## src/box_overlay_corner_brackets_core_defines.svh

```systemverilog
// Assertion macros shared by the box overlay RTL.
// Each macro expects clk_i and rst_ni in the scope of its use.
`ifndef BOX_OVERLAY_CORNER_BRACKETS_CORE_DEFINES_SVH
`define BOX_OVERLAY_CORNER_BRACKETS_CORE_DEFINES_SVH

// Consequent must hold in the same cycle as the antecedent.
`define BOCB_ASSERT_NOW(name, ante, cons, msg) \
  name: assert property (@(posedge clk_i) disable iff (!rst_ni) (ante) |-> (cons)) \
    else $error(msg);

// Consequent must hold in the cycle after the antecedent.
`define BOCB_ASSERT_NEXT(name, ante, cons, msg) \
  name: assert property (@(posedge clk_i) disable iff (!rst_ni) (ante) |=> (cons)) \
    else $error(msg);

`endif

```

## src/bocb_pkg.sv

```systemverilog
// Shared types and constants of the box overlay block.
// No dependencies; every other file but the assertion macro header imports it.
package bocb_pkg;

  localparam int unsigned PIX_BITS     = 11;
  localparam int unsigned FRAME_BITS   = 12;
  localparam int unsigned CFG_IDX_BITS = 3;

  // Configuration register indexes
  typedef enum logic [CFG_IDX_BITS-1:0] {
    CFG_POINT_ONE    = 3'd0,
    CFG_POINT_TWO    = 3'd1,
    CFG_POINT_THREE  = 3'd2,
    CFG_POINT_FOUR   = 3'd3,
    CFG_WARN_COLOR   = 3'd4,
    CFG_FRAME_WIDTH  = 3'd5,
    CFG_FRAME_HEIGHT = 3'd6
  } cfg_idx_e;

  // Incoming pixel request
  typedef struct packed {
    logic [PIX_BITS-1:0] pixel_x;
    logic [PIX_BITS-1:0] pixel_y;
    logic [7:0]          byte_zero;
    logic [7:0]          byte_one;
    logic [7:0]          byte_two;
  } pix_t;

  // Outgoing color
  typedef struct packed {
    logic [7:0] out_zero;
    logic [7:0] out_one;
    logic [7:0] out_two;
  } rgb_t;

endpackage

```

## src/bocb_pixel_if.sv

```systemverilog
// Valid/ready channel carrying one pixel request.
// Depends on bocb_pkg for the payload type.
interface bocb_pixel_if import bocb_pkg::*; ();
  logic valid;
  logic ready;
  pix_t data;

  modport source (output valid, output data, input ready);
  modport sink   (input valid, input data, output ready);
endinterface

```

## src/bocb_color_if.sv

```systemverilog
// Valid/ready channel carrying one output color.
// Depends on bocb_pkg for the payload type.
interface bocb_color_if import bocb_pkg::*; ();
  logic valid;
  logic ready;
  rgb_t data;

  modport source (output valid, output data, input ready);
  modport sink   (input valid, input data, output ready);
endinterface

```

## src/bocb_box.sv

```systemverilog
// Stages one and two: box extents from the corner points, frame check, shorter side.
// Depends on bocb_pkg and the assertion macro header.
`include "box_overlay_corner_brackets_core_defines.svh"

module bocb_box import bocb_pkg::*; #(
  parameter int unsigned COORD_BITS = 12
) (
  input  logic                                   clk_i,
  input  logic                                   rst_ni,
  input  logic                                   in_valid_i,
  output logic                                   in_ready_o,
  input  pix_t                                   pix_i,
  input  logic [3:0][2*COORD_BITS-1:0]           point_i,
  input  logic [FRAME_BITS-1:0]                  frame_w_i,
  input  logic [FRAME_BITS-1:0]                  frame_h_i,
  output logic                                   out_valid_o,
  input  logic                                   out_ready_i,
  output pix_t                                   pix_o,
  output logic                                   box_ok_o,
  output logic [COORD_BITS-2:0]                  bx_o,
  output logic [COORD_BITS-2:0]                  ex_o,
  output logic [COORD_BITS-2:0]                  by_o,
  output logic [COORD_BITS-2:0]                  ey_o,
  output logic [COORD_BITS-2:0]                  side_o
);

  localparam int unsigned U     = COORD_BITS - 1;
  localparam int unsigned CMP_W = (U > FRAME_BITS) ? U : FRAME_BITS;

  function automatic logic signed [COORD_BITS-1:0] smin(
    input logic signed [COORD_BITS-1:0] a,
    input logic signed [COORD_BITS-1:0] b
  );
    return (a < b) ? a : b;
  endfunction

  function automatic logic signed [COORD_BITS-1:0] smax(
    input logic signed [COORD_BITS-1:0] a,
    input logic signed [COORD_BITS-1:0] b
  );
    return (a > b) ? a : b;
  endfunction

  logic signed [COORD_BITS-1:0] xs [4];
  logic signed [COORD_BITS-1:0] ys [4];
  logic signed [COORD_BITS-1:0] bx_d, ex_d, by_d, ey_d;
  logic signed [COORD_BITS-1:0] bx1_q, ex1_q, by1_q, ey1_q;
  logic                         v1_q, v2_q;
  logic                         ready1, ready2;
  pix_t                         pix1_q, pix2_q;
  logic [U-1:0]                 rw, rh, side_d;
  logic                         ok_d, ok2_q;
  logic [U-1:0]                 bx2_q, ex2_q, by2_q, ey2_q, side2_q;

  // Stage one: min/max over the four corners
  always_comb begin
    for (int i = 0; i < 4; i++) begin
      xs[i] = point_i[i][COORD_BITS-1:0];
      ys[i] = point_i[i][2*COORD_BITS-1:COORD_BITS];
    end
    bx_d = smin(smin(xs[0], xs[1]), smin(xs[2], xs[3]));
    ex_d = smax(smax(xs[0], xs[1]), smax(xs[2], xs[3]));
    by_d = smin(smin(ys[0], ys[1]), smin(ys[2], ys[3]));
    ey_d = smax(smax(ys[0], ys[1]), smax(ys[2], ys[3]));
  end

  assign ready1     = !v1_q || ready2;
  assign ready2     = !v2_q || out_ready_i;
  assign in_ready_o = ready1;

  always_ff @(posedge clk_i or negedge rst_ni) begin
    if (!rst_ni) begin
      v1_q <= 1'b0;
    end else if (ready1) begin
      v1_q <= in_valid_i;
    end
  end

  always_ff @(posedge clk_i) begin
    if (in_valid_i && ready1) begin
      pix1_q <= pix_i;
      bx1_q  <= bx_d;
      ex1_q  <= ex_d;
      by1_q  <= by_d;
      ey1_q  <= ey_d;
    end
  end

  // Stage two: frame bounds, zero-size check, shorter side
  always_comb begin
    rw     = ex1_q[U-1:0] - bx1_q[U-1:0];
    rh     = ey1_q[U-1:0] - by1_q[U-1:0];
    side_d = (rw < rh) ? rw : rh;
    ok_d   = !bx1_q[COORD_BITS-1] && !by1_q[COORD_BITS-1]
          && !ex1_q[COORD_BITS-1] && !ey1_q[COORD_BITS-1]
          && (CMP_W'(ex1_q[U-1:0]) < CMP_W'(frame_w_i))
          && (CMP_W'(ey1_q[U-1:0]) < CMP_W'(frame_h_i))
          && (rw != '0) && (rh != '0);
  end

  always_ff @(posedge clk_i or negedge rst_ni) begin
    if (!rst_ni) begin
      v2_q <= 1'b0;
    end else if (ready2) begin
      v2_q <= v1_q;
    end
  end

  always_ff @(posedge clk_i) begin
    if (v1_q && ready2) begin
      pix2_q  <= pix1_q;
      ok2_q   <= ok_d;
      bx2_q   <= bx1_q[U-1:0];
      ex2_q   <= ex1_q[U-1:0];
      by2_q   <= by1_q[U-1:0];
      ey2_q   <= ey1_q[U-1:0];
      side2_q <= side_d;
    end
  end

  assign out_valid_o = v2_q;
  assign pix_o       = pix2_q;
  assign box_ok_o    = ok2_q;
  assign bx_o        = bx2_q;
  assign ex_o        = ex2_q;
  assign by_o        = by2_q;
  assign ey_o        = ey2_q;
  assign side_o      = side2_q;

  // A box that passes the check has positive size on both axes
  `BOCB_ASSERT_NOW(a_box_nonempty, out_valid_o && box_ok_o, (side_o != '0) && (ex_o > bx_o) && (ey_o > by_o), "accepted box has zero size")

endmodule

```

## src/bocb_size.sv

```systemverilog
// Stages three and four: bracket length and thickness, then bar edge positions.
// Depends on bocb_pkg and the assertion macro header.
`include "box_overlay_corner_brackets_core_defines.svh"

module bocb_size import bocb_pkg::*; #(
  parameter int unsigned COORD_BITS = 12
) (
  input  logic                  clk_i,
  input  logic                  rst_ni,
  input  logic                  in_valid_i,
  output logic                  in_ready_o,
  input  pix_t                  pix_i,
  input  logic                  box_ok_i,
  input  logic [COORD_BITS-2:0] bx_i,
  input  logic [COORD_BITS-2:0] ex_i,
  input  logic [COORD_BITS-2:0] by_i,
  input  logic [COORD_BITS-2:0] ey_i,
  input  logic [COORD_BITS-2:0] side_i,
  output logic                  out_valid_o,
  input  logic                  out_ready_i,
  output pix_t                  pix_o,
  output logic                  box_ok_o,
  output logic [COORD_BITS-2:0] bx_o,
  output logic [COORD_BITS-2:0] ex_o,
  output logic [COORD_BITS-2:0] by_o,
  output logic [COORD_BITS-2:0] ey_o,
  output logic [COORD_BITS-2:0] xl_len_o,
  output logic [COORD_BITS-2:0] xr_len_o,
  output logic [COORD_BITS-2:0] xl_thk_o,
  output logic [COORD_BITS-2:0] xr_thk_o,
  output logic [COORD_BITS-2:0] yt_len_o,
  output logic [COORD_BITS-2:0] yb_len_o,
  output logic [COORD_BITS-2:0] yt_thk_o,
  output logic [COORD_BITS-2:0] yb_thk_o
);

  localparam int unsigned U          = COORD_BITS - 1;
  localparam int unsigned Q          = COORD_BITS - 3;
  localparam int unsigned MUL_BITS   = 16;
  localparam int unsigned PROD_W     = COORD_BITS + MUL_BITS;
  // ceil(s/10) = (s+9)/10, division by a reciprocal exact below 2^16
  localparam int unsigned DIV10_MUL   = 52429;
  localparam int unsigned DIV10_SHIFT = 19;
  localparam int unsigned CEIL10_BIAS = 9;
  localparam int unsigned CEIL64_BIAS = 63;
  localparam int unsigned THK_SHIFT   = 6;
  localparam int unsigned SIDE_SMALL  = 14;
  localparam int unsigned SIDE_THIN   = 64;
  localparam int unsigned LEN_MIN     = 7;
  localparam int unsigned THK_MIN     = 2;

  logic                  v3_q, v4_q;
  logic                  ready3, ready4;
  logic [COORD_BITS-1:0] n10, n64;
  logic [PROD_W-1:0]     prod;
  logic [U-1:0]          thk_big, thk_d;
  pix_t                  pix3_q, pix4_q;
  logic                  ok3_q, ok4_q, small3_q;
  logic [U-1:0]          bx3_q, ex3_q, by3_q, ey3_q, half3_q, thk3_q;
  logic [Q-1:0]          q3_q;
  logic [U-1:0]          len_d;
  logic [U-1:0]          bx4_q, ex4_q, by4_q, ey4_q;
  logic [U-1:0]          xl_len_q, xr_len_q, xl_thk_q, xr_thk_q;
  logic [U-1:0]          yt_len_q, yb_len_q, yt_thk_q, yb_thk_q;

  assign ready3     = !v3_q || ready4;
  assign ready4     = !v4_q || out_ready_i;
  assign in_ready_o = ready3;

  // Stage three: reciprocal multiply for the bracket length from the shorter side, thickness
  always_comb begin
    n10     = {1'b0, side_i} + COORD_BITS'(CEIL10_BIAS);
    n64     = {1'b0, side_i} + COORD_BITS'(CEIL64_BIAS);
    prod    = PROD_W'(n10) * PROD_W'(DIV10_MUL);
    thk_big = U'(n64 >> THK_SHIFT);
    if (side_i <= U'(SIDE_THIN) || thk_big < U'(THK_MIN)) begin
      thk_d = U'(THK_MIN);
    end else begin
      thk_d = thk_big;
    end
  end

  always_ff @(posedge clk_i or negedge rst_ni) begin
    if (!rst_ni) begin
      v3_q <= 1'b0;
    end else if (ready3) begin
      v3_q <= in_valid_i;
    end
  end

  always_ff @(posedge clk_i) begin
    if (in_valid_i && ready3) begin
      pix3_q   <= pix_i;
      ok3_q    <= box_ok_i;
      bx3_q    <= bx_i;
      ex3_q    <= ex_i;
      by3_q    <= by_i;
      ey3_q    <= ey_i;
      q3_q     <= prod[DIV10_SHIFT +: Q];
      small3_q <= (side_i <= U'(SIDE_SMALL));
      half3_q  <= side_i >> 1;
      thk3_q   <= thk_d;
    end
  end

  // Stage four: pick the bar length, place the bar edges
  always_comb begin
    if (small3_q) begin
      len_d = half3_q;
    end else if (q3_q < Q'(LEN_MIN)) begin
      len_d = U'(LEN_MIN);
    end else begin
      len_d = U'(q3_q);
    end
  end

  always_ff @(posedge clk_i or negedge rst_ni) begin
    if (!rst_ni) begin
      v4_q <= 1'b0;
    end else if (ready4) begin
      v4_q <= v3_q;
    end
  end

  always_ff @(posedge clk_i) begin
    if (v3_q && ready4) begin
      pix4_q   <= pix3_q;
      ok4_q    <= ok3_q;
      bx4_q    <= bx3_q;
      ex4_q    <= ex3_q;
      by4_q    <= by3_q;
      ey4_q    <= ey3_q;
      xl_len_q <= bx3_q + len_d;
      xr_len_q <= ex3_q - len_d;
      xl_thk_q <= bx3_q + thk3_q;
      xr_thk_q <= ex3_q - thk3_q;
      yt_len_q <= by3_q + len_d;
      yb_len_q <= ey3_q - len_d;
      yt_thk_q <= by3_q + thk3_q;
      yb_thk_q <= ey3_q - thk3_q;
    end
  end

  assign out_valid_o = v4_q;
  assign pix_o       = pix4_q;
  assign box_ok_o    = ok4_q;
  assign bx_o        = bx4_q;
  assign ex_o        = ex4_q;
  assign by_o        = by4_q;
  assign ey_o        = ey4_q;
  assign xl_len_o    = xl_len_q;
  assign xr_len_o    = xr_len_q;
  assign xl_thk_o    = xl_thk_q;
  assign xr_thk_o    = xr_thk_q;
  assign yt_len_o    = yt_len_q;
  assign yb_len_o    = yb_len_q;
  assign yt_thk_o    = yt_thk_q;
  assign yb_thk_o    = yb_thk_q;

  // Bars never reach past the opposite box edge
  `BOCB_ASSERT_NOW(a_len_in_box, out_valid_o && box_ok_o, (xl_len_o <= ex_o) && (xr_len_o >= bx_o) && (yt_len_o <= ey_o) && (yb_len_o >= by_o), "bracket length exceeds box")

endmodule

```

## src/bocb_paint.sv

```systemverilog
// Stage five: bracket hit test, tint blend, output register.
// Depends on bocb_pkg and the assertion macro header.
`include "box_overlay_corner_brackets_core_defines.svh"

module bocb_paint import bocb_pkg::*; #(
  parameter int unsigned COORD_BITS = 12
) (
  input  logic                  clk_i,
  input  logic                  rst_ni,
  input  logic                  warn_i,
  input  logic                  in_valid_i,
  output logic                  in_ready_o,
  input  pix_t                  pix_i,
  input  logic                  box_ok_i,
  input  logic [COORD_BITS-2:0] bx_i,
  input  logic [COORD_BITS-2:0] ex_i,
  input  logic [COORD_BITS-2:0] by_i,
  input  logic [COORD_BITS-2:0] ey_i,
  input  logic [COORD_BITS-2:0] xl_len_i,
  input  logic [COORD_BITS-2:0] xr_len_i,
  input  logic [COORD_BITS-2:0] xl_thk_i,
  input  logic [COORD_BITS-2:0] xr_thk_i,
  input  logic [COORD_BITS-2:0] yt_len_i,
  input  logic [COORD_BITS-2:0] yb_len_i,
  input  logic [COORD_BITS-2:0] yt_thk_i,
  input  logic [COORD_BITS-2:0] yb_thk_i,
  output logic                  out_valid_o,
  input  logic                  out_ready_i,
  output rgb_t                  rgb_o
);

  localparam int unsigned U           = COORD_BITS - 1;
  localparam int unsigned CW          = (U > PIX_BITS) ? U : PIX_BITS;
  localparam int unsigned BLEND_TINT  = 307;
  localparam int unsigned BLEND_KEEP  = 717;
  localparam int unsigned BLEND_SHIFT = 10;
  localparam logic [7:0]  TINT_FULL   = 8'd255;
  localparam logic [7:0]  TINT_DIM    = 8'd22;

  // 307/1024 toward the tint
  function automatic logic [7:0] blend(input logic [7:0] tint, input logic [7:0] val);
    logic [17:0] acc;
    acc = 18'(tint) * 18'(BLEND_TINT) + 18'(val) * 18'(BLEND_KEEP);
    return acc[BLEND_SHIFT +: 8];
  endfunction

  logic [CW-1:0] px, py;
  logic          inbox, bar, paint, load;
  logic          nl_len, nr_len, nl_thk, nr_thk;
  logic          nt_len, nb_len, nt_thk, nb_thk;
  rgb_t          tint, rgb_d, rgb_q;
  logic          v5_q;

  assign px = CW'(pix_i.pixel_x);
  assign py = CW'(pix_i.pixel_y);

  // Hit test: bars lie inside the box, so a bar pixel is inside and near both a vertical and a horizontal box side
  always_comb begin
    inbox  = (px >= CW'(bx_i)) && (px < CW'(ex_i)) && (py >= CW'(by_i)) && (py < CW'(ey_i));
    nl_len = px <  CW'(xl_len_i);
    nr_len = px >= CW'(xr_len_i);
    nl_thk = px <  CW'(xl_thk_i);
    nr_thk = px >= CW'(xr_thk_i);
    nt_len = py <  CW'(yt_len_i);
    nb_len = py >= CW'(yb_len_i);
    nt_thk = py <  CW'(yt_thk_i);
    nb_thk = py >= CW'(yb_thk_i);
    paint  = box_ok_i && inbox;
    bar    = ((nl_len || nr_len) && (nt_thk || nb_thk))
          || ((nl_thk || nr_thk) && (nt_len || nb_len));
  end

  // Tint and final color select
  always_comb begin
    tint.out_zero = warn_i ? TINT_FULL : TINT_DIM;
    tint.out_one  = warn_i ? TINT_DIM  : TINT_FULL;
    tint.out_two  = TINT_DIM;
    if (paint && bar) begin
      rgb_d = tint;
    end else if (paint) begin
      rgb_d.out_zero = blend(tint.out_zero, pix_i.byte_zero);
      rgb_d.out_one  = blend(tint.out_one,  pix_i.byte_one);
      rgb_d.out_two  = blend(tint.out_two,  pix_i.byte_two);
    end else begin
      rgb_d.out_zero = pix_i.byte_zero;
      rgb_d.out_one  = pix_i.byte_one;
      rgb_d.out_two  = pix_i.byte_two;
    end
  end

  assign in_ready_o = !v5_q || out_ready_i;
  assign load       = in_valid_i && in_ready_o;

  always_ff @(posedge clk_i or negedge rst_ni) begin
    if (!rst_ni) begin
      v5_q <= 1'b0;
    end else if (in_ready_o) begin
      v5_q <= in_valid_i;
    end
  end

  always_ff @(posedge clk_i) begin
    if (load) begin
      rgb_q <= rgb_d;
    end
  end

  assign out_valid_o = v5_q;
  assign rgb_o       = rgb_q;

  // Pixels off the box come out untouched
  `BOCB_ASSERT_NEXT(a_pass_through, load && !paint, out_valid_o && (rgb_o.out_zero == $past(pix_i.byte_zero)) && (rgb_o.out_one == $past(pix_i.byte_one)) && (rgb_o.out_two == $past(pix_i.byte_two)), "pixel outside box was modified")
  // Bracket pixels carry the solid tint
  `BOCB_ASSERT_NEXT(a_bar_solid, load && paint && bar, out_valid_o && (rgb_o == $past(tint)), "bracket pixel not solid tint")

endmodule

```

## src/box_overlay_corner_brackets_core.sv

```systemverilog
// Top level of the box overlay: configuration registers and the five-stage pixel pipeline.
// Depends on bocb_pkg, both channel interfaces, bocb_box, bocb_size and bocb_paint.
//
// Usage:
//   pix_in carries one pixel request (position and three color bytes) per valid/ready
//   handshake; pix_out returns the overlaid color, one result per request, in order.
//   The cfg write port sets the four corner points, the warn tint and the frame size;
//   write it only while no request is in flight.
// Pipeline: five register stages; a result is valid once its request has passed all five
//   and sits in the stage-five output register, where it waits until pix_out takes it.
// Throughput: one pixel per clock while pix_out.ready is high. Each stage has its own
//   valid bit, takes new data when empty or when its content moves on; bubbles close up.
// Stall: while pix_out.ready is low the output holds; upstream stages keep filling
//   until they are all occupied, then pix_in.ready drops. Nothing is lost or repeated.
// Reset: rst_ni clears all stage valid bits and sets the points to zero, warn off and
//   the frame to 1280 by 720.
// The division by ten for the bracket length is one 16-bit constant multiply in stage
//   three; the frame bounds check sits in stage two.
module box_overlay_corner_brackets_core import bocb_pkg::*; #(
  parameter int unsigned COORD_BITS = 12
) (
  input  logic                      clk_i,
  input  logic                      rst_ni,
  input  logic                      cfg_we_i,
  input  logic [CFG_IDX_BITS-1:0]   cfg_idx_i,
  input  logic [2*COORD_BITS-1:0]   cfg_data_i,
  bocb_pixel_if.sink                pix_in,
  bocb_color_if.source              pix_out
);

  localparam int unsigned U = COORD_BITS - 1;

  logic [3:0][2*COORD_BITS-1:0] point_q;
  logic                         warn_q;
  logic [FRAME_BITS-1:0]        frame_w_q, frame_h_q;

  // Configuration registers
  always_ff @(posedge clk_i or negedge rst_ni) begin
    if (!rst_ni) begin
      point_q   <= '0;
      warn_q    <= 1'b0;
      frame_w_q <= FRAME_BITS'(1280);
      frame_h_q <= FRAME_BITS'(720);
    end else if (cfg_we_i) begin
      case (cfg_idx_i)
        CFG_POINT_ONE:    point_q[0] <= cfg_data_i;
        CFG_POINT_TWO:    point_q[1] <= cfg_data_i;
        CFG_POINT_THREE:  point_q[2] <= cfg_data_i;
        CFG_POINT_FOUR:   point_q[3] <= cfg_data_i;
        CFG_WARN_COLOR:   warn_q     <= cfg_data_i[0];
        CFG_FRAME_WIDTH:  frame_w_q  <= cfg_data_i[FRAME_BITS-1:0];
        CFG_FRAME_HEIGHT: frame_h_q  <= cfg_data_i[FRAME_BITS-1:0];
        default: ;
      endcase
    end
  end

  // Box extents and frame check to bracket sizing
  logic         box_valid, box_ready, box_ok;
  pix_t         box_pix;
  logic [U-1:0] box_bx, box_ex, box_by, box_ey, box_side;

  bocb_box #(.COORD_BITS(COORD_BITS)) u_box (
    .clk_i       (clk_i),
    .rst_ni      (rst_ni),
    .in_valid_i  (pix_in.valid),
    .in_ready_o  (pix_in.ready),
    .pix_i       (pix_in.data),
    .point_i     (point_q),
    .frame_w_i   (frame_w_q),
    .frame_h_i   (frame_h_q),
    .out_valid_o (box_valid),
    .out_ready_i (box_ready),
    .pix_o       (box_pix),
    .box_ok_o    (box_ok),
    .bx_o        (box_bx),
    .ex_o        (box_ex),
    .by_o        (box_by),
    .ey_o        (box_ey),
    .side_o      (box_side)
  );

  // Bracket sizing to paint
  logic         sz_valid, sz_ready, sz_ok;
  pix_t         sz_pix;
  logic [U-1:0] sz_bx, sz_ex, sz_by, sz_ey;
  logic [U-1:0] sz_xl_len, sz_xr_len, sz_xl_thk, sz_xr_thk;
  logic [U-1:0] sz_yt_len, sz_yb_len, sz_yt_thk, sz_yb_thk;

  bocb_size #(.COORD_BITS(COORD_BITS)) u_size (
    .clk_i       (clk_i),
    .rst_ni      (rst_ni),
    .in_valid_i  (box_valid),
    .in_ready_o  (box_ready),
    .pix_i       (box_pix),
    .box_ok_i    (box_ok),
    .bx_i        (box_bx),
    .ex_i        (box_ex),
    .by_i        (box_by),
    .ey_i        (box_ey),
    .side_i      (box_side),
    .out_valid_o (sz_valid),
    .out_ready_i (sz_ready),
    .pix_o       (sz_pix),
    .box_ok_o    (sz_ok),
    .bx_o        (sz_bx),
    .ex_o        (sz_ex),
    .by_o        (sz_by),
    .ey_o        (sz_ey),
    .xl_len_o    (sz_xl_len),
    .xr_len_o    (sz_xr_len),
    .xl_thk_o    (sz_xl_thk),
    .xr_thk_o    (sz_xr_thk),
    .yt_len_o    (sz_yt_len),
    .yb_len_o    (sz_yb_len),
    .yt_thk_o    (sz_yt_thk),
    .yb_thk_o    (sz_yb_thk)
  );

  // Hit test, blend and output register
  bocb_paint #(.COORD_BITS(COORD_BITS)) u_paint (
    .clk_i       (clk_i),
    .rst_ni      (rst_ni),
    .warn_i      (warn_q),
    .in_valid_i  (sz_valid),
    .in_ready_o  (sz_ready),
    .pix_i       (sz_pix),
    .box_ok_i    (sz_ok),
    .bx_i        (sz_bx),
    .ex_i        (sz_ex),
    .by_i        (sz_by),
    .ey_i        (sz_ey),
    .xl_len_i    (sz_xl_len),
    .xr_len_i    (sz_xr_len),
    .xl_thk_i    (sz_xl_thk),
    .xr_thk_i    (sz_xr_thk),
    .yt_len_i    (sz_yt_len),
    .yb_len_i    (sz_yb_len),
    .yt_thk_i    (sz_yt_thk),
    .yb_thk_i    (sz_yb_thk),
    .out_valid_o (pix_out.valid),
    .out_ready_i (pix_out.ready),
    .rgb_o       (pix_out.data)
  );

endmodule
```

## src/flat_wrapper.sv

```systemverilog
// flat-port wrapper written by rule: the top's interface ports become plain ports
module box_overlay_corner_brackets_core_flat import bocb_pkg::*;
#(
  parameter int unsigned COORD_BITS = 12
)
  (clk_i, rst_ni, cfg_we_i, cfg_idx_i, cfg_data_i, pix_in_valid, pix_in_data, pix_in_ready, pix_out_valid, pix_out_data, pix_out_ready);
  bocb_pixel_if pix_in_i ();
  bocb_color_if pix_out_i ();
  input  logic clk_i;
  input  logic rst_ni;
  input  logic cfg_we_i;
  input  logic [CFG_IDX_BITS-1:0] cfg_idx_i;
  input  logic [2*COORD_BITS-1:0] cfg_data_i;
  input wire logic [$bits(pix_in_i.valid)-1:0] pix_in_valid;
  input wire logic [$bits(pix_in_i.data)-1:0] pix_in_data;
  output wire logic [$bits(pix_in_i.ready)-1:0] pix_in_ready;
  output wire logic [$bits(pix_out_i.valid)-1:0] pix_out_valid;
  output wire logic [$bits(pix_out_i.data)-1:0] pix_out_data;
  input wire logic [$bits(pix_out_i.ready)-1:0] pix_out_ready;
  assign pix_in_i.valid = pix_in_valid;
  assign pix_in_i.data = pix_in_data;
  assign pix_in_ready = pix_in_i.ready;
  assign pix_out_valid = pix_out_i.valid;
  assign pix_out_data = pix_out_i.data;
  assign pix_out_i.ready = pix_out_ready;
  box_overlay_corner_brackets_core #(.COORD_BITS(COORD_BITS)) u_core (.clk_i(clk_i), .rst_ni(rst_ni), .cfg_we_i(cfg_we_i), .cfg_idx_i(cfg_idx_i), .cfg_data_i(cfg_data_i), .pix_in(pix_in_i), .pix_out(pix_out_i));
endmodule
```

## config.mk

```make
export PLATFORM = sky130hd
export DESIGN_NAME = box_overlay_corner_brackets_core_flat
export DESIGN_NICKNAME = d
export VERILOG_FILES = /design/src/bocb_pkg.sv /design/src/bocb_pixel_if.sv /design/src/bocb_color_if.sv /design/src/bocb_box.sv /design/src/bocb_size.sv /design/src/bocb_paint.sv /design/src/box_overlay_corner_brackets_core.sv /design/src/flat_wrapper.sv
export VERILOG_INCLUDE_DIRS = /design/src /design/src/src
export SDC_FILE = /design/constraint.sdc
export NUM_CORES = 1
export LEC_CHECK = 0
export BUFFER_PORTS_ARGS = -buffer_cell sky130_fd_sc_hd__buf_2
export CAP_MARGIN = 20
export CORE_UTILIZATION = 56
export CTS_CLUSTER_DIAMETER = 50
export DETAILED_ROUTE_END_ITERATION = 6
export PLACE_DENSITY = 0.79
export SLEW_MARGIN = 20
export SYNTH_ARGS = -nofsm -noshare
export SYNTH_HDL_FRONTEND = slang
export SYNTH_SLANG_ARGS = --single-unit
```

## constraint.sdc

```tcl
create_clock -name clk_i -period 6.55 [get_ports clk_i]
set_clock_uncertainty 0.2 [all_clocks]
set_input_delay 0.9825 -clock clk_i [delete_from_list [all_inputs] [get_ports clk_i]]
set_output_delay 0.9825 -clock clk_i [all_outputs]
set_load 0.03 [all_outputs]
```

==> impl_metrics.ini <==
[critical_path]
critPathSlowestCell = or4b_1
end_kind = register
critPathBufInv = 1
cp_num_cells = 16
timing.rr.start = u_core.u_size.pix_o[15]$_DFFE_PP_
cp.arrival_ns = 6.43
worstRegToRegCells = 16
crit_family = adder cells
path_class = reg -> reg
cpPeakStageDelay_ns = 0.54
reg2reg_slack_ns = 0.26
reg2reg_to = u_core.u_paint.rgb_o[15]$_DFFE_PP_
cp_max_fo = 6
cp_data_required_time_ns = 6.68
path_common_cell = fa_1
startpoint = u_core.u_size.pix_o[15]$_DFFE_PP_
cp-start-kind = register
crit_path_cell_trace = ha_1 -> inv_1 -> fa_1 -> fa_1 -> fa_1 -> fa_1 -> fa_1 -> ha_1 -> or4b_1 -> o22ai_2 -> o21ai_2 -> a21o_1 -> a21o_1 -> or4_1 -> nand4_1 -> o211ai_1

[global_routing]
grt_pass1_wl_um = 140000
antenna_found_initial = 0
grt_use_total_pct = 24.2
grt_pass1_vias = 26000
grt-ovfl-total = 0
grt_max_degree = 160

[clocking]
numCtsBuffers = 76
cts.sinks = 642
cts_root_buf = clkbuf_16
clk_path_buf_depth = 3
path_clk_slew_ns = 0.06
clock_latency_ns = 0.63
h-tree-depth = 3
cts_tree = built
hold_buffers = 0

[yosys]
synth_most_common_cell = ha_1
synth_edf_count = 516
synthArstFlopShare_pct = 19.6
synth_area_leader_cell = edfxtp_1
netlist_instances = 3377
synth_area_leaders = edfxtp_1 38%, ha_1 19%, dfrtp_1 7.3%, fa_1 6.8%, inv_1 5.4%
ys_types = 74
ys_seq_area_share_pct = 45.5
ys.flop_type = edfxtp_1
avgSynthCellArea_um2 = 12.1
yosysWarnings = 0
synthTopCellsByCount = 615 x ha_1, 593 x inv_1, 516 x edfxtp_1
syn_area_um2 = 41000
synth_top_area_share_pct = 37.8
ys_ff_latch = 642
synth_fp_nets = 4210

[drt]
top_layer = met4
route.met2.wl_um = 42100
wl_met1_um = 39100
drc = 0
viasPerCell = 5.56
wl_per_cell_um = 19.0
postRouteAntennaNets = 0
drtIter0Drc = 1678
num_vias = 25400
met3_length_um = 3300
wirelength_um = 87100
drt_first_pass_iters = 5

[placed_design]
routabilityCongestion = 0.868
place_ws_ns = -0.0497
dp_hpwl_um = 66500
io_buffers = 103

[timing]
tightest_slew_ns = 1.08
layout_setup_ws_ns = 0.257
max_freq_mhz = 159
slew-limit-headroom_pct = 27.4
min_period_ns = 6.29
fin_crit_sh_pct = 96.1
setup_viol = 0
finalHoldViolations = 0
slew_violations = 0

[finish]
nFillCells = 5365
num-nets-final = 4396
drive_above_1_share_pct = 11.9
syn_to_final_growth_pct = 10.9
diodes = 0

[floorplan]
die_x_um = 272
initial_utilization_pct = 56.9
core_area_um2 = 72000
dieArea_um2 = 74200
die_h_um = 272
row_count = 98
pin_count = 104

[job]
maxCapViolCount = 0

[hold_path]
hold_path_end = u_core.u_box.pix_o[3]$_DFFE_PP_
hold_depth = 0
min_path_type = reg -> reg
timing.hold.worst.start = u_core.u_box.pix1_q[3]$_DFFE_PP_

[run_status]
status = complete, no violations
## cell usage in the layout, fill, tap and decap left out, types with 16 or more instances in the layout
cell type / n
ha_1: 614
and3_1: 17
a31oi_1: 16
xor2_1: 48
nand2_1: 95
o211ai_1: 27
inv_1: 592
nor2b_1: 25
nand3_1: 44
o21ai_0: 127
buf_4: 46
a21o_1: 71
nor3_1: 28
o21a_1: 21
a211oi_1: 18
edfxtp_1: 516
nand2b_1: 44
nor2_1: 97
clkbuf_16: 80
xnor2_1: 92
a21oi_1: 116
nand4_1: 24
dfrtp_1: 119
fa_1: 138
mux2i_1: 132
mux2_2: 105
o21bai_1: 22
buf_2: 102
## per-layer routing
metal | up-vias | global-route usage, %
met4 | 0 | 8.15
li1 | 12300 | -
met2 | 530 | 40.7
met5 | - | 0
met1 | 12400 | 32.6
met3 | 135 | 2.60
## what timing repair did
item / CTS / global route
resized for setup: 1 / 15
setup buffers: 0 / 11
setup endpoints to repair: 2 / 5
pin swaps: 0 / 3
endpoints found under the hold margin: 0 / 0
## sequential cells by signal, summed over array words and instances (netlist names), 12 cells and up
name / flops
u_core.u_box.ex1_q: 12
u_core.u_box.pix1_q: 46
u_core.u_paint.rgb_o: 24
u_core.u_box.by1_q: 12
u_core.u_size.pix3_q: 46
u_core.frame_w_q: 12
u_core.u_size.pix_o: 46
u_core.u_box.ey1_q: 12
u_core.point_q: 96
u_core.u_box.pix_o: 46
u_core.frame_h_q: 12
u_core.u_box.bx1_q: 12
## cells by family (layout without fill, tap and decap cells)
logic type               Yosys count  after routing  share of synthesized area [%]
AO/OA/AOI/OAI                    530            530                           8.35
adder cells (fa/ha/maj)          755            755                           25.6
multiplexers                     238            238                           6.17
AND/OR/NAND/NOR                  435            435                           5.42
flip-flops                       642            642                           45.5
buffers and inverters            635            882                           5.88
XOR/XNOR                         142            142                           3.04
## layout make-up
type	instances	area, um2	share of cell area, %
multi-input combinational	2100	20000	44.1
sequential	642	18700	41.1
inverter	593	2230	4.91
clock buffer	92	2050	4.50
tap	950	1190	2.62
timing repair buffer	150	887	1.95
clock inverter	47	415	0.914
## per-stage QoR
step / util (%) / cell area, um2 / hold slack, ns / TNS, ns / std cells
6_report: 63.1 / 45400 / 0.210 / 0 / 4574
5_1_grt: 63.1 / 45400 / 0.218 / -0.00490 / 4574
4_1_cts: 62.9 / 45300 / 0.210 / 0 / 4563
3_5_place_dp: 59.5 / 42800 / 0.205 / -0.0954 / 4424
3_3_place_gp: 59.5 / 42800 / 0.201 / 0 / 4424
2_1_floorplan: - / 41000 / 0.200 / 0 / 3377
## worst max-delay path by stage
stage                                              end  slack (ns)
global route           u_core.u_size.q3_q[6]$_DFFE_PP_      -0.005
CTS                    u_core.u_size.q3_q[6]$_DFFE_PP_       0.005
global placement       u_core.u_size.q3_q[8]$_DFFE_PP_        0.03
floorplan           u_core.u_paint.rgb_o[15]$_DFFE_PP_       0.007
detailed placement     u_core.u_size.q3_q[6]$_DFFE_PP_       -0.05
finish              u_core.u_paint.rgb_o[15]$_DFFE_PP_        0.26
Power is not shown: default switching activity piles up to over one toggle a cycle in this logic, so the estimate is an artifact.
